**config.mk**
```make
export PLATFORM = sky130hd
export DESIGN_NAME = cartridge_bank_and_irq_counter_core_flat
export DESIGN_NICKNAME = d
export VERILOG_FILES = /design/src/design/cbic_pkg.sv /design/src/design/cbic_if.sv /design/src/design/cartridge_bank_and_irq_counter_core.sv /design/src/design/cbic_decode.sv /design/src/design/cbic_regs.sv /design/src/flat_wrapper.sv
export SDC_FILE = /design/constraint.sdc
export NUM_CORES = 1
export LEC_CHECK = 0
export ABC_AREA = 1
export BUFFER_PORTS_ARGS = -buffer_cell sky130_fd_sc_hd__buf_2
export CAP_MARGIN = 40
export CORE_MARGIN = 2
export CORE_UTILIZATION = 40
export DETAILED_ROUTE_END_ITERATION = 10
export PLACE_DENSITY_LB_ADDON = 0.05
export RECOVER_POWER = 100
export SKIP_CTS_REPAIR_TIMING = 1
export SLEW_MARGIN = 40
export SYNTH_ARGS = -nofsm -noshare
export SYNTH_HDL_FRONTEND = slang
export SYNTH_SLANG_ARGS = --single-unit
```
**constraint.sdc**
```tcl
create_clock -name clk_i -period 2.75 [get_ports clk_i]
set_input_delay 0.55 -clock clk_i [delete_from_list [all_inputs] [get_ports clk_i]]
set_output_delay 0.55 -clock clk_i [all_outputs]
set_load 0.01 [all_outputs]
```
**src/design/cbic_pkg.sv**
```systemverilog
package cbic_pkg;

  // Operation codes of an input transaction
  localparam logic OP_WRITE = 1'b0;
  localparam logic OP_TICK  = 1'b1;

  // Configuration register indexes
  localparam int unsigned CFG_IDX_W = 1;
  localparam logic [CFG_IDX_W-1:0] CFG_ALT_MODE  = 1'b0;
  localparam logic [CFG_IDX_W-1:0] CFG_PRG_LAST  = 1'b1;
  localparam int unsigned CFG_DATA_W = 8;
  localparam logic [7:0]  PRG_LAST_RESET = 8'h0F;

  // Address decoding
  localparam logic [15:0] ALT_OFFSET   = 16'h2000;
  localparam logic [15:0] ADDR_MASK    = 16'hE00F;
  localparam logic [11:0] REG_PAGE     = 12'h600;
  localparam logic [2:0]  WIN_NORMAL   = 3'b011;   // 0x6000-0x7FFF
  localparam logic [3:0]  REG_PRG      = 4'h8;
  localparam logic [3:0]  REG_MIRROR   = 4'h9;
  localparam logic [3:0]  REG_IRQ_CTRL = 4'hA;
  localparam logic [3:0]  REG_CNT_LO   = 4'hB;
  localparam logic [3:0]  REG_CNT_HI   = 4'hC;
  localparam logic [3:0]  PRG_MASK     = 4'hF;

  localparam logic [15:0] IRQ_FIRE_COUNT = 16'hFFFE;

  typedef enum logic [2:0] {
    KIND_NONE     = 3'd0,
    KIND_CHR      = 3'd1,
    KIND_PRG      = 3'd2,
    KIND_MIRROR   = 3'd3,
    KIND_IRQ_CTRL = 3'd4,
    KIND_CNT_BYTE = 3'd5
  } update_kind_e;

  // Decoded form of one input transaction
  typedef struct packed {
    logic         tick;
    update_kind_e kind;
    logic [2:0]   slot;
    logic [7:0]   data;
    logic         hi_byte;
  } dec_t;

  // One result transaction
  typedef struct packed {
    update_kind_e kind;
    logic [2:0]   slot;
    logic [7:0]   bank;
    logic [1:0]   mirror;
    logic [7:0]   fixed;
    logic         irq;
  } res_t;

endpackage

```
**src/design/cbic_if.sv**
```systemverilog
interface cbic_in_if;
  logic        valid;
  logic        ready;
  logic        op;
  logic [15:0] cpu_address;
  logic [7:0]  write_data;

  modport source (output valid, output op, output cpu_address, output write_data,
                  input ready);
  modport sink   (input valid, input op, input cpu_address, input write_data,
                  output ready);
endinterface

interface cbic_out_if;
  logic       valid;
  logic       ready;
  logic [2:0] update_kind;
  logic [2:0] chr_slot;
  logic [7:0] bank_number;
  logic [1:0] mirror_mode;
  logic [7:0] fixed_bank;
  logic       irq_line;

  modport source (output valid, output update_kind, output chr_slot, output bank_number,
                  output mirror_mode, output fixed_bank, output irq_line,
                  input ready);
  modport sink   (input valid, input update_kind, input chr_slot, input bank_number,
                  input mirror_mode, input fixed_bank, input irq_line,
                  output ready);
endinterface

interface cbic_cfg_if;
  logic                            valid;
  logic                            ready;
  logic [cbic_pkg::CFG_IDX_W-1:0]  index;
  logic [cbic_pkg::CFG_DATA_W-1:0] data;

  modport source (output valid, output index, output data, input ready);
  modport sink   (input valid, input index, input data, output ready);
endinterface

```
**src/design/cartridge_bank_and_irq_counter_core.sv**
```systemverilog
// Channel  | Dir | Payload                                              | Handshake
// in_i     | in  | op, cpu_address, write_data                          | valid/ready
// out_o    | out | update_kind, chr_slot, bank_number, mirror_mode,     | valid/ready
//          |     | fixed_bank, irq_line                                 |
// cfg_i    | in  | index (0 alt_mode, 1 prg_last_bank), data            | valid/ready
//
// One transaction per clock sustained while out_o.ready is high; each passes through
// the input register, then decode and state update into the result register.
// Reset clears control and counter state (not the input data or result registers),
// prg_last_bank resets to 15; no clearing pass. Output stall backs up into the input
// register; in_i.ready drops only when both are full. cfg_i.ready is always high.
module cartridge_bank_and_irq_counter_core (
  input  logic        clk_i,
  input  logic        rst_ni,
  cbic_in_if.sink     in_i,
  cbic_out_if.source  out_o,
  cbic_cfg_if.sink    cfg_i
);

  logic        alt_mode_q;
  logic [7:0]  prg_last_q;

  logic        s1_valid_q;
  logic        s1_op_q;
  logic [15:0] s1_addr_q;
  logic [7:0]  s1_data_q;
  logic        s2_valid_q;
  logic        s1_adv;
  logic        in_take;

  cbic_pkg::dec_t dec;
  cbic_pkg::res_t res;

  assign s1_adv  = s1_valid_q && (!s2_valid_q || out_o.ready);
  assign in_i.ready = !s1_valid_q || s1_adv;
  assign in_take = in_i.valid && in_i.ready;
  assign cfg_i.ready = 1'b1;

  always_ff @(posedge clk_i or negedge rst_ni) begin
    if (!rst_ni) begin
      alt_mode_q <= 1'b0;
      prg_last_q <= cbic_pkg::PRG_LAST_RESET;
    end else if (cfg_i.valid) begin
      case (cfg_i.index)
        cbic_pkg::CFG_ALT_MODE: alt_mode_q <= cfg_i.data[0];
        cbic_pkg::CFG_PRG_LAST: prg_last_q <= cfg_i.data;
        default: ;
      endcase
    end
  end

  always_ff @(posedge clk_i or negedge rst_ni) begin
    if (!rst_ni) begin
      s1_valid_q <= 1'b0;
      s2_valid_q <= 1'b0;
    end else begin
      if (in_take) begin
        s1_valid_q <= 1'b1;
      end else if (s1_adv) begin
        s1_valid_q <= 1'b0;
      end
      if (s1_adv) begin
        s2_valid_q <= 1'b1;
      end else if (out_o.ready) begin
        s2_valid_q <= 1'b0;
      end
    end
  end

  always_ff @(posedge clk_i) begin
    if (in_take) begin
      s1_op_q   <= in_i.op;
      s1_addr_q <= in_i.cpu_address;
      s1_data_q <= in_i.write_data;
    end
  end

  cbic_decode u_decode (
    .op_i          (s1_op_q),
    .cpu_address_i (s1_addr_q),
    .write_data_i  (s1_data_q),
    .alt_mode_i    (alt_mode_q),
    .dec_o         (dec)
  );

  cbic_regs u_regs (
    .clk_i      (clk_i),
    .rst_ni     (rst_ni),
    .step_i     (s1_adv),
    .dec_i      (dec),
    .alt_mode_i (alt_mode_q),
    .prg_last_i (prg_last_q),
    .res_o      (res)
  );

  assign out_o.valid       = s2_valid_q;
  assign out_o.update_kind = res.kind;
  assign out_o.chr_slot    = res.slot;
  assign out_o.bank_number = res.bank;
  assign out_o.mirror_mode = res.mirror;
  assign out_o.fixed_bank  = res.fixed;
  assign out_o.irq_line    = res.irq;

endmodule

```
**src/design/cbic_decode.sv**
```systemverilog
module cbic_decode (
  input  logic           op_i,
  input  logic [15:0]    cpu_address_i,
  input  logic [7:0]     write_data_i,
  input  logic           alt_mode_i,
  output cbic_pkg::dec_t dec_o
);

  logic        in_win;
  logic [15:0] addr_adj;
  logic [15:0] addr_m;

  assign in_win   = alt_mode_i ? cpu_address_i[15]
                               : (cpu_address_i[15:13] == cbic_pkg::WIN_NORMAL);
  assign addr_adj = alt_mode_i ? (cpu_address_i - cbic_pkg::ALT_OFFSET) : cpu_address_i;
  assign addr_m   = addr_adj & cbic_pkg::ADDR_MASK;

  always_comb begin
    dec_o.tick    = (op_i == cbic_pkg::OP_TICK);
    dec_o.kind    = cbic_pkg::KIND_NONE;
    dec_o.slot    = 3'd0;
    dec_o.data    = write_data_i;
    dec_o.hi_byte = (addr_m[3:0] == cbic_pkg::REG_CNT_HI);
    if (!dec_o.tick && in_win && addr_m[15:4] == cbic_pkg::REG_PAGE) begin
      if (!addr_m[3]) begin
        dec_o.kind = cbic_pkg::KIND_CHR;
        dec_o.slot = addr_m[2:0];
      end else begin
        case (addr_m[3:0])
          cbic_pkg::REG_PRG:      dec_o.kind = cbic_pkg::KIND_PRG;
          cbic_pkg::REG_MIRROR:   dec_o.kind = cbic_pkg::KIND_MIRROR;
          cbic_pkg::REG_IRQ_CTRL: dec_o.kind = cbic_pkg::KIND_IRQ_CTRL;
          cbic_pkg::REG_CNT_LO,
          cbic_pkg::REG_CNT_HI:   dec_o.kind = cbic_pkg::KIND_CNT_BYTE;
          default:                dec_o.kind = cbic_pkg::KIND_NONE;
        endcase
      end
    end
  end

endmodule

```
**src/design/cbic_regs.sv**
```systemverilog
module cbic_regs (
  input  logic           clk_i,
  input  logic           rst_ni,
  input  logic           step_i,
  input  cbic_pkg::dec_t dec_i,
  input  logic           alt_mode_i,
  input  logic [7:0]     prg_last_i,
  output cbic_pkg::res_t res_o
);

  logic [1:0]  mirror_q, mirror_d;
  logic        irq_en_q, irq_en_d;
  logic        pend_q, pend_d;
  logic [15:0] count_q, count_d;
  logic [15:0] latch_q, latch_d;
  logic [15:0] byte_src;
  logic [15:0] byte_upd;
  cbic_pkg::res_t res_q, res_d;

  // Byte writes go to the latch in alternate mode, else to the counter
  assign byte_src = alt_mode_i ? latch_q : count_q;
  assign byte_upd = dec_i.hi_byte ? {dec_i.data, byte_src[7:0]}
                                  : {byte_src[15:8], dec_i.data};

  always_comb begin
    mirror_d = mirror_q;
    irq_en_d = irq_en_q;
    pend_d   = pend_q;
    count_d  = count_q;
    latch_d  = latch_q;
    if (dec_i.tick) begin
      if (irq_en_q) begin
        if (count_q == cbic_pkg::IRQ_FIRE_COUNT) begin
          pend_d   = 1'b1;
          irq_en_d = 1'b0;
        end else begin
          count_d = count_q - 16'd1;
        end
      end
    end else begin
      case (dec_i.kind)
        cbic_pkg::KIND_MIRROR: mirror_d = dec_i.data[1:0];
        cbic_pkg::KIND_IRQ_CTRL: begin
          irq_en_d = dec_i.data[0];
          pend_d   = 1'b0;
          if (alt_mode_i) begin
            count_d = latch_q;
          end
        end
        cbic_pkg::KIND_CNT_BYTE: begin
          if (alt_mode_i) begin
            latch_d = byte_upd;
          end else begin
            count_d = byte_upd;
          end
        end
        default: ;
      endcase
    end
  end

  always_comb begin
    res_d.kind   = dec_i.kind;
    res_d.slot   = dec_i.slot;
    res_d.bank   = 8'd0;
    res_d.mirror = mirror_d;
    res_d.fixed  = prg_last_i;
    res_d.irq    = pend_d;
    case (dec_i.kind)
      cbic_pkg::KIND_CHR: res_d.bank = dec_i.data;
      cbic_pkg::KIND_PRG: res_d.bank = {4'd0, dec_i.data[3:0] & cbic_pkg::PRG_MASK};
      default:            res_d.bank = 8'd0;
    endcase
  end

  always_ff @(posedge clk_i or negedge rst_ni) begin
    if (!rst_ni) begin
      mirror_q <= 2'd0;
      irq_en_q <= 1'b0;
      pend_q   <= 1'b0;
      count_q  <= 16'd0;
      latch_q  <= 16'd0;
    end else if (step_i) begin
      mirror_q <= mirror_d;
      irq_en_q <= irq_en_d;
      pend_q   <= pend_d;
      count_q  <= count_d;
      latch_q  <= latch_d;
    end
  end

  always_ff @(posedge clk_i) begin
    if (step_i) begin
      res_q <= res_d;
    end
  end

  assign res_o = res_q;

`ifndef SYNTHESIS
  // The IRQ line only rises from a tick that found the counter enabled
  a_irq_rise: assert property (@(posedge clk_i) disable iff (!rst_ni)
    $rose(pend_q) |-> $past(irq_en_q) && !irq_en_q)
    else $error("irq raised without enable");

  // Counter and latch move only when a transaction is applied
  a_cnt_hold: assert property (@(posedge clk_i) disable iff (!rst_ni)
    !step_i |=> $stable(count_q) && $stable(latch_q))
    else $error("irq counter changed without a transaction");

  // A result with no update carries no slot and no bank
  a_none_clean: assert property (@(posedge clk_i) disable iff (!rst_ni)
    step_i && dec_i.kind == cbic_pkg::KIND_NONE |=> res_q.slot == 3'd0 && res_q.bank == 8'd0)
    else $error("idle result carries bank data");

  // A tick never produces an update kind
  a_tick_none: assert property (@(posedge clk_i) disable iff (!rst_ni)
    step_i && dec_i.tick |=> res_q.kind == cbic_pkg::KIND_NONE)
    else $error("tick produced an update");
`endif

endmodule
```
**src/flat_wrapper.sv**
```systemverilog
// flat-port wrapper written by rule: the top's interface ports become plain ports
module cartridge_bank_and_irq_counter_core_flat 
  (clk_i, rst_ni, in_i_valid, in_i_op, in_i_cpu_address, in_i_write_data, in_i_ready, out_o_valid, out_o_update_kind, out_o_chr_slot, out_o_bank_number, out_o_mirror_mode, out_o_fixed_bank, out_o_irq_line, out_o_ready, cfg_i_valid, cfg_i_index, cfg_i_data, cfg_i_ready);
  cbic_in_if in_i_i ();
  cbic_out_if out_o_i ();
  cbic_cfg_if cfg_i_i ();
  input  logic clk_i;
  input  logic rst_ni;
  input wire logic [$bits(in_i_i.valid)-1:0] in_i_valid;
  input wire logic [$bits(in_i_i.op)-1:0] in_i_op;
  input wire logic [$bits(in_i_i.cpu_address)-1:0] in_i_cpu_address;
  input wire logic [$bits(in_i_i.write_data)-1:0] in_i_write_data;
  output wire logic [$bits(in_i_i.ready)-1:0] in_i_ready;
  output wire logic [$bits(out_o_i.valid)-1:0] out_o_valid;
  output wire logic [$bits(out_o_i.update_kind)-1:0] out_o_update_kind;
  output wire logic [$bits(out_o_i.chr_slot)-1:0] out_o_chr_slot;
  output wire logic [$bits(out_o_i.bank_number)-1:0] out_o_bank_number;
  output wire logic [$bits(out_o_i.mirror_mode)-1:0] out_o_mirror_mode;
  output wire logic [$bits(out_o_i.fixed_bank)-1:0] out_o_fixed_bank;
  output wire logic [$bits(out_o_i.irq_line)-1:0] out_o_irq_line;
  input wire logic [$bits(out_o_i.ready)-1:0] out_o_ready;
  input wire logic [$bits(cfg_i_i.valid)-1:0] cfg_i_valid;
  input wire logic [$bits(cfg_i_i.index)-1:0] cfg_i_index;
  input wire logic [$bits(cfg_i_i.data)-1:0] cfg_i_data;
  output wire logic [$bits(cfg_i_i.ready)-1:0] cfg_i_ready;
  assign in_i_i.valid = in_i_valid;
  assign in_i_i.op = in_i_op;
  assign in_i_i.cpu_address = in_i_cpu_address;
  assign in_i_i.write_data = in_i_write_data;
  assign in_i_ready = in_i_i.ready;
  assign out_o_valid = out_o_i.valid;
  assign out_o_update_kind = out_o_i.update_kind;
  assign out_o_chr_slot = out_o_i.chr_slot;
  assign out_o_bank_number = out_o_i.bank_number;
  assign out_o_mirror_mode = out_o_i.mirror_mode;
  assign out_o_fixed_bank = out_o_i.fixed_bank;
  assign out_o_irq_line = out_o_i.irq_line;
  assign out_o_i.ready = out_o_ready;
  assign cfg_i_i.valid = cfg_i_valid;
  assign cfg_i_i.index = cfg_i_index;
  assign cfg_i_i.data = cfg_i_data;
  assign cfg_i_ready = cfg_i_i.ready;
  cartridge_bank_and_irq_counter_core u_core (.clk_i(clk_i), .rst_ni(rst_ni), .in_i(in_i_i), .out_o(out_o_i), .cfg_i(cfg_i_i));
endmodule
```
Yosys cells after proc, flatten, opt, wreduce, memory -nomap -nowiden
Index checks and enable logic that the tools add are counted.
{"block": "totals", "register_bits": 97, "input_bits": 39, "out_inout_bits": 28}
{"block": "classes", "addsub": 2, "eq_ne": 16, "muxes": 28, "bitwise": 3, "n_reduce_logical": 20}
{"operator": "16-bit 2-to-1 mux", "count": 7}
{"operator": "16-bit one-hot mux with 2 select lines", "count": 1}
{"operator": "4-bit == test (second input constant)", "count": 5}
{"operator": "16-bit == test (second input constant)", "count": 1}
{"operator": "8-bit one-hot mux with 2 select lines", "count": 1}
{"operator": "16-bit by 1-bit subtractor with 16-bit output (second input constant)", "count": 1}
{"operator": "16-bit by 14-bit subtractor with 16-bit output (second input constant)", "count": 1}
{"operator": "1-bit 2-to-1 mux", "count": 13}
{"operator": "3-bit by 2-bit == test with 1-bit output (second input constant)", "count": 4}
{"operator": "3-bit one-hot mux with 4 select lines", "count": 1}
{"operator": "3-bit == test (second input constant)", "count": 2}
{"operator": "3-bit 2-to-1 mux", "count": 2}
{"operator": "6-bit 2-to-1 mux", "count": 1}
{"operator": "2-bit AND reduction", "count": 3}
{"operator": "2-bit nonzero test", "count": 3}
{"operator": "5-bit AND reduction", "count": 1}
{"operator": "1-bit logical AND", "count": 4}
{"operator": "2-bit 2-to-1 mux", "count": 2}
{"operator": "2-bit != test (second input constant)", "count": 2}
{"operator": "4-bit AND reduction", "count": 1}
{"operator": "2-bit OR reduction", "count": 2}
{"operator": "3-bit by 1-bit == test with 1-bit output (second input constant)", "count": 1}
{"operator": "1-bit logical NOT", "count": 3}
{"operator": "3-bit != test (second input constant)", "count": 1}
{"operator": "3 further kinds", "count": 6}

Logic depth before layout (Yosys ltp)
{"block": "logic_depth", "depth_word": 10, "mapped_depth": 14, "ltp_nobuf": 13}

By module
From an unflattened synthesis, not the netlist that was laid out.
{"block": "unflattened", "cells_unflattened": 619, "area_unflattened_um2": 5048.6}
{"module": "cbic_regs", "instances": 1, "cells_each": 491, "area_per_inst_um2": 3550.9, "seq_area_each_um2": 1651.6}
{"module": "cartridge_bank_and_irq_counter_core", "instances": 1, "cells_each": 80, "area_per_inst_um2": 1238.7, "seq_area_each_um2": 1031.0}
{"module": "cbic_decode", "instances": 1, "cells_each": 48, "area_per_inst_um2": 259.0, "seq_area_each_um2": 0.0}

Worst setup path before layout
OpenSTA, ideal clock, no wires.
{"block": "synth_timing", "kind": "in2reg", "from": "input out_o_ready", "to": "register u_core.u_regs.count_q[2]", "setup_time_ns": 0.065, "t_arrival_ns": 2.221, "required_ns": 2.685, "setup_slack_ns": 0.465, "cell_stages": 9, "n_path_buf": 1, "path_cell_list": "inv_1 > nand2_1 > nand2_2 > inv_1 > nand3_1 > nor3_4 > buf_6 > nand2_1 > nand2_1"}
{"block": "synth_between", "elab_chain_len": 3}
{"item": "start, declared", "line_no": "flat_wrapper.sv:21", "rtl": "input wire logic [$bits(out_o_i.ready)-1:0] out_o_ready;"}
{"item": "1-bit logical OR", "line_no": "cartridge_bank_and_irq_counter_core.sv:34", "rtl": "assign s1_adv = s1_valid_q && (!s2_valid_q || out_o.ready);"}
{"item": "1-bit logical AND", "line_no": "cartridge_bank_and_irq_counter_core.sv:34"}
{"item": "named net u_core.s1_adv", "line_no": "cartridge_bank_and_irq_counter_core.sv:28", "rtl": "logic s1_adv;"}
{"item": "5-bit AND reduction (no line)"}
{"item": "end signal, assigned", "line_no": "cbic_regs.sv:87", "rtl": "count_q <= count_d;"}
{"item": "end, declared", "line_no": "cbic_regs.sv:14", "rtl": "logic [15:0] count_q, count_d;"}
The timed path passes the listed nets, and every way through them passes these cells.
A chain may end at the register's enable or synchronous reset.

==> impl_table.tex <==
\begin{tabular}{lr}
\hline
Metric & Value \\
\hline
\multicolumn{2}{l}{\textbf{Run status}} \\
\quad Result of the run & finished clean \\
\multicolumn{2}{l}{\textbf{Place}} \\
\quad Placed cell areas & around 5000 sq um \\
\quad Placer's final routability congestion estimate & 0.7987 \\
\quad Dpl ws & 0.5802 ns \\
\quad Dpl hpwl & 7.545 mm \\
\quad Port Buf Inserts & 56 \\
\multicolumn{2}{l}{\textbf{Finish}} \\
\quad Relative area change from synthesis to final layout & 12.41\% \\
\quad Antenna diode count & 0 \\
\quad Utilization of the core after routing & 45.74\% \\
\quad Final Instance Area & just over 5000 sq um \\
\quad Register Area & between 2000 and 2500 sq um \\
\quad Total of fill cells in the finished design & between 1000 and 1500 \\
\quad Multi-input gate area & 1775 sq um \\
\quad Total Nets Final & 636 \\
\quad Share of post-route cells with drive strength above 1 & 12.71\% \\
\multicolumn{2}{l}{\textbf{Run}} \\
\quad Max-cap viol count & 0 \\
\multicolumn{2}{l}{\textbf{Drt}} \\
\quad Count of nets left with antenna violations after detail routing & 0 \\
\quad DR vias & 3604 \\
\quad Violation count after the first detailed-routing iteration & around 270 \\
\quad Average vias per placed instance & 4.864 \\
\quad Wirelength per Cell & 14.83 microns \\
\quad Number of iterations in the first detailed-routing pass & 4 \\
\quad Routed WL & 10.99 mm \\
\quad Remaining routing DRC violations & 0 \\
\multicolumn{2}{l}{\textbf{Setup path}} \\
\quad CP max stage cell & sky130\_fd\_sc\_hd\_\_nor3\_4 \\
\quad Critical Path End Type & flop \\
\quad Cells traversed along the worst timing path & inv\_1, ha\_1, nor2\_1, nand3\_1, nand2\_1, nand2\_2, clkinvlp\_2, nor2\_1, nor3\_4, nand2\_1, nand2\_1 \\
\quad Max Fanout on Critical Path & 16 \\
\quad Bufs and invs on worst path & 2 \\
\quad Required time of the critical path & 3.03 ns \\
\quad Delay of the slowest cell on the worst path & approximately 0.65 ns \\
\quad Critical Path Most Common Cell & sky130\_fd\_sc\_hd\_\_nand2\_1 \\
\quad Minimum setup slack among reg-to-reg paths & between 0.4 and 0.5 ns \\
\quad Setup CP Type & flop to flop \\
\quad CP Data Arrival Time & roughly 2.6 ns \\
\quad Critical path startpoint category & flop \\
\quad Delay-heaviest family, CP & simple AND/OR/NAND/NOR gates \\
\multicolumn{2}{l}{\textbf{Timing}} \\
\quad Maximum clock skew at final layout & approximately 0.0055 ns \\
\quad Share of the clock period used by the worst path after layout & 84.59\% \\
\quad Max frequency & around 0.43 GHz \\
\quad Total of endpoints with negative setup slack in the final report & 0 \\
\quad Final Hold Violating Endpoints & 0 \\
\quad RSZ-0062 raised after global routing & no \\
\quad Final critical path time including I/O delays and setup & roughly 2.3 ns \\
\quad Final worst slack & between 0.4 and 0.5 ns \\
\quad Relative slew slack & 6.108\% \\
\quad Pins over their slew limit & 0 \\
\quad Total negative slack & 0 ns \\
\quad Measured slew at the worst slew-check pin & around 1.4 ns \\
\multicolumn{2}{l}{\textbf{Floorplanning}} \\
\quad Starting density of the core & 40.69\% \\
\quad Overall die width & roughly 110 microns \\
\quad Area of the placeable core & 11320 sq um \\
\quad Number of I/O pins & between 60 and 70 \\
\quad Die Height & 111.3 microns \\
\quad Rows & 39 \\
\quad Die footprint & 12390 sq um \\
\multicolumn{2}{l}{\textbf{GRT}} \\
\quad Largest net degree at the start of global routing & 33 \\
\quad Antenna violations before repair & 0 \\
\quad Global Route Usage Sum & 18.72\% \\
\quad First-pass GRT wire length & 18.13 mm \\
\quad Number of global-route vias before repair & about 3500 \\
\quad Overflow left after global routing & 0 \\
\multicolumn{2}{l}{\textbf{Logic synthesis}} \\
\quad Register area share after synthesis & 52.36\% \\
\quad Post-Syn Nets & 580 \\
\quad Top cells by area in the synthesized netlist & sky130\_fd\_sc\_hd\_\_edfxtp\_1 27\%, sky130\_fd\_sc\_hd\_\_dfrtp\_1 23\%, sky130\_fd\_sc\_hd\_\_nand2\_1 16\% \\
\quad Dominant cell type by area after synthesis & sky130\_fd\_sc\_hd\_\_edfxtp\_1 \\
\quad Share of the synthesized area in the top cell type & 26.72\% \\
\quad Cells after Synth & 537 \\
\quad Post-synthesis cell type count & 36 \\
\quad Summed instance area of the synthesized netlist & roughly 4600 sq um \\
\quad Total number of yosys warnings & 0 \\
\quad Post-Synthesis Mean Instance Area & 8.579 sq um \\
\quad Synthesized flop and latch total & 88 \\
\multicolumn{2}{l}{\textbf{Clock tree}} \\
\quad Master cell of the clock root buffer & sky130\_fd\_sc\_hd\_\_clkbuf\_16 \\
\quad Clock buffer count from CTS & 9 \\
\quad Maximum root-to-sink buffer count & 2 \\
\quad Clock Pin Slew Worst Setup and Hold Paths & 0.06 ns \\
\quad Later-pin clock latency in the skew report & 0.34 ns \\
\quad Clock sink count & 88 \\
\quad Clock tree from TritonCTS & built \\
\quad H-tree depth & 3 \\
\multicolumn{2}{l}{\textbf{Pwr}} \\
\quad Maximum ir drop on the vdd rail & 0.4238 mV \\
\quad Standby leakage power & 2.455 nW \\
\quad Share of power burned in combinational logic & 24.8\% \\
\quad Cell internal pwr & 2.758 mW \\
\quad Part of the total power dissipated in sequential elements & 43.7\% \\
\quad Power Density & around 810 nW/um\^{}2 \\
\quad Switching share of total power & 33.97\% \\
\quad Relative contribution of the clock network to total power & 31.4\% \\
\quad Net switching power of the design & 1.419 mW \\
\multicolumn{2}{l}{\textbf{Worst hold path}} \\
\quad Hold/Removal Path Class & input port to flop \\
\hline
\end{tabular}
[kinds of logic (layout without fill, tap and decap cells)]
| logic type | count (synthesis) | count (layout) | share of synthesized area, % |
|---|---|---|---|
| simple gates | 291 | 291 | 27.87 |
| flops | 88 | 88 | 52.36 |
| buf+inv | 74 | 135 | 7.333 |
| compound gates | 68 | 68 | 8.799 |
| mux | 7 | 7 | 1.711 |
| fa+ha+maj | 4 | 4 | 1.086 |
| xor+xnor | 4 | 4 | 0.7604 |
| other cells | 1 | 1 | 0.08140 |
[worst paths after layout]
kind,startpoint,end,cells after the start
setup / recovery,u_core.s1_addr_q[13]$_DFFE_PP_,u_core.u_regs.count_q[6]$_DFFE_PN0P_,11
hold / removal,in_i_cpu_address[13],u_core.s1_addr_q[13]$_DFFE_PP_,1
setup reg to reg,u_core.s1_addr_q[13]$_DFFE_PP_,u_core.u_regs.count_q[6]$_DFFE_PN0P_,11
hold reg to reg,u_core.prg_last_q[7]$_DFFE_PN0P_,u_core.u_regs.res_o[8]$_DFFE_PP_,0
max in group asynchronous,rst_ni,u_core.u_regs.count_q[3]$_DFFE_PN0P_,2
min in group asynchronous,rst_ni,u_core.prg_last_q[4]$_DFFE_PN0P_,1
[power by group through the flow]
stage	combinational, mW	sequential, mW	clock (mW)
after floorplan	0.815	1.78	0
after global placement	1.06	1.85	0
after detailed placement	1.07	1.85	0
after CTS	1.07	1.83	1.34
after global routing	1.21	1.86	1.41
final	1.04	1.83	1.31
[through the flow]
stage / total power, mW / hold slack, ns / std cells
2_1_floorplan: 2.597 / 0.2544 / 537
3_3_place_gp: 2.903 / 0.4222 / 725
3_5_place_dp: 2.918 / 0.4282 / 725
4_1_cts: 4.241 / 0.2312 / 741
5_1_grt: 4.477 / 0.3685 / 741
6_report: 4.176 / 0.3791 / 741
[area by class of cell]
class | instances | area share (%)
Multi-Input combinational cell | 375 | 34.28
Timing Repair Buffer | 64 | 5.605
Clock inverter | 5 | 1.570
Clock buffer | 11 | 4.494
Tap cell | 143 | 3.455
Inverter | 55 | 4.011
Sequential cell | 88 | 46.58
[cells in the mapped netlist, drive strengths merged]
| cell type | n |
|---|---|
| mux2 | 7 |
| nand3 | 37 |
| nand2 | 203 |
| or2 | 2 |
| clkinv | 1 |
| buf | 12 |
| a31oi | 2 |
| edfxtp | 41 |
| inv | 54 |
| nor2 | 35 |
| a21oi | 7 |
| nand4 | 8 |
| ha | 4 |
| conb | 1 |
| clkbuf | 7 |
| nor4 | 1 |
| dfstp | 4 |
| xor2 | 4 |
| dfrtp | 43 |
| o21bai | 1 |
| nor3 | 5 |
| o21ai | 58 |
[routing by layer]
metal  track usage (%)  up-vias  share of wire [%]
met5                 0        -                  0
met4             7.984        0                2.0
met3             2.788       14                3.2
met2             29.23       75                 46
met1             26.19     1665                 48
li1                  -     1850                  -
[sequential cells by signal (all words and copies together), names as in the netlist]
name / count
u_core.prg_last_q: 8
u_core.u_regs.pend_q: 1
u_core.u_regs.latch_q: 16
u_core.u_regs.irq_en_q: 1
u_core.s1_data_q: 8
u_core.u_regs.mirror_q: 2
u_core.s1_op_q: 1
u_core.out_o.valid: 1
u_core.u_regs.count_q: 16
u_core.s1_valid_q: 1
u_core.s1_addr_q: 7
u_core.alt_mode_q: 1
u_core.u_regs.res_o: 25
[layout by cell type (no fill, tap or decap), types with 3 or more instances in the layout]
cell / n
sky130_fd_sc_hd__ha_1: 4
sky130_fd_sc_hd__nand2_2: 4
sky130_fd_sc_hd__o21ai_1: 3
sky130_fd_sc_hd__edfxtp_1: 41
sky130_fd_sc_hd__xor2_1: 4
sky130_fd_sc_hd__nand3_1: 35
sky130_fd_sc_hd__buf_4: 4
sky130_fd_sc_hd__nor2_1: 29
sky130_fd_sc_hd__nand2_1: 198
sky130_fd_sc_hd__inv_1: 52
sky130_fd_sc_hd__o21ai_0: 54
sky130_fd_sc_hd__nor3_1: 4
sky130_fd_sc_hd__dfrtp_1: 43
sky130_fd_sc_hd__a21oi_1: 7
sky130_fd_sc_hd__nand4_1: 7
sky130_fd_sc_hd__nor2_2: 4
sky130_fd_sc_hd__clkbuf_16: 9
sky130_fd_sc_hd__mux2_2: 7
sky130_fd_sc_hd__buf_2: 27
sky130_fd_sc_hd__clkbuf_1: 34
Note: power is estimated with default switching activity, not from simulation.
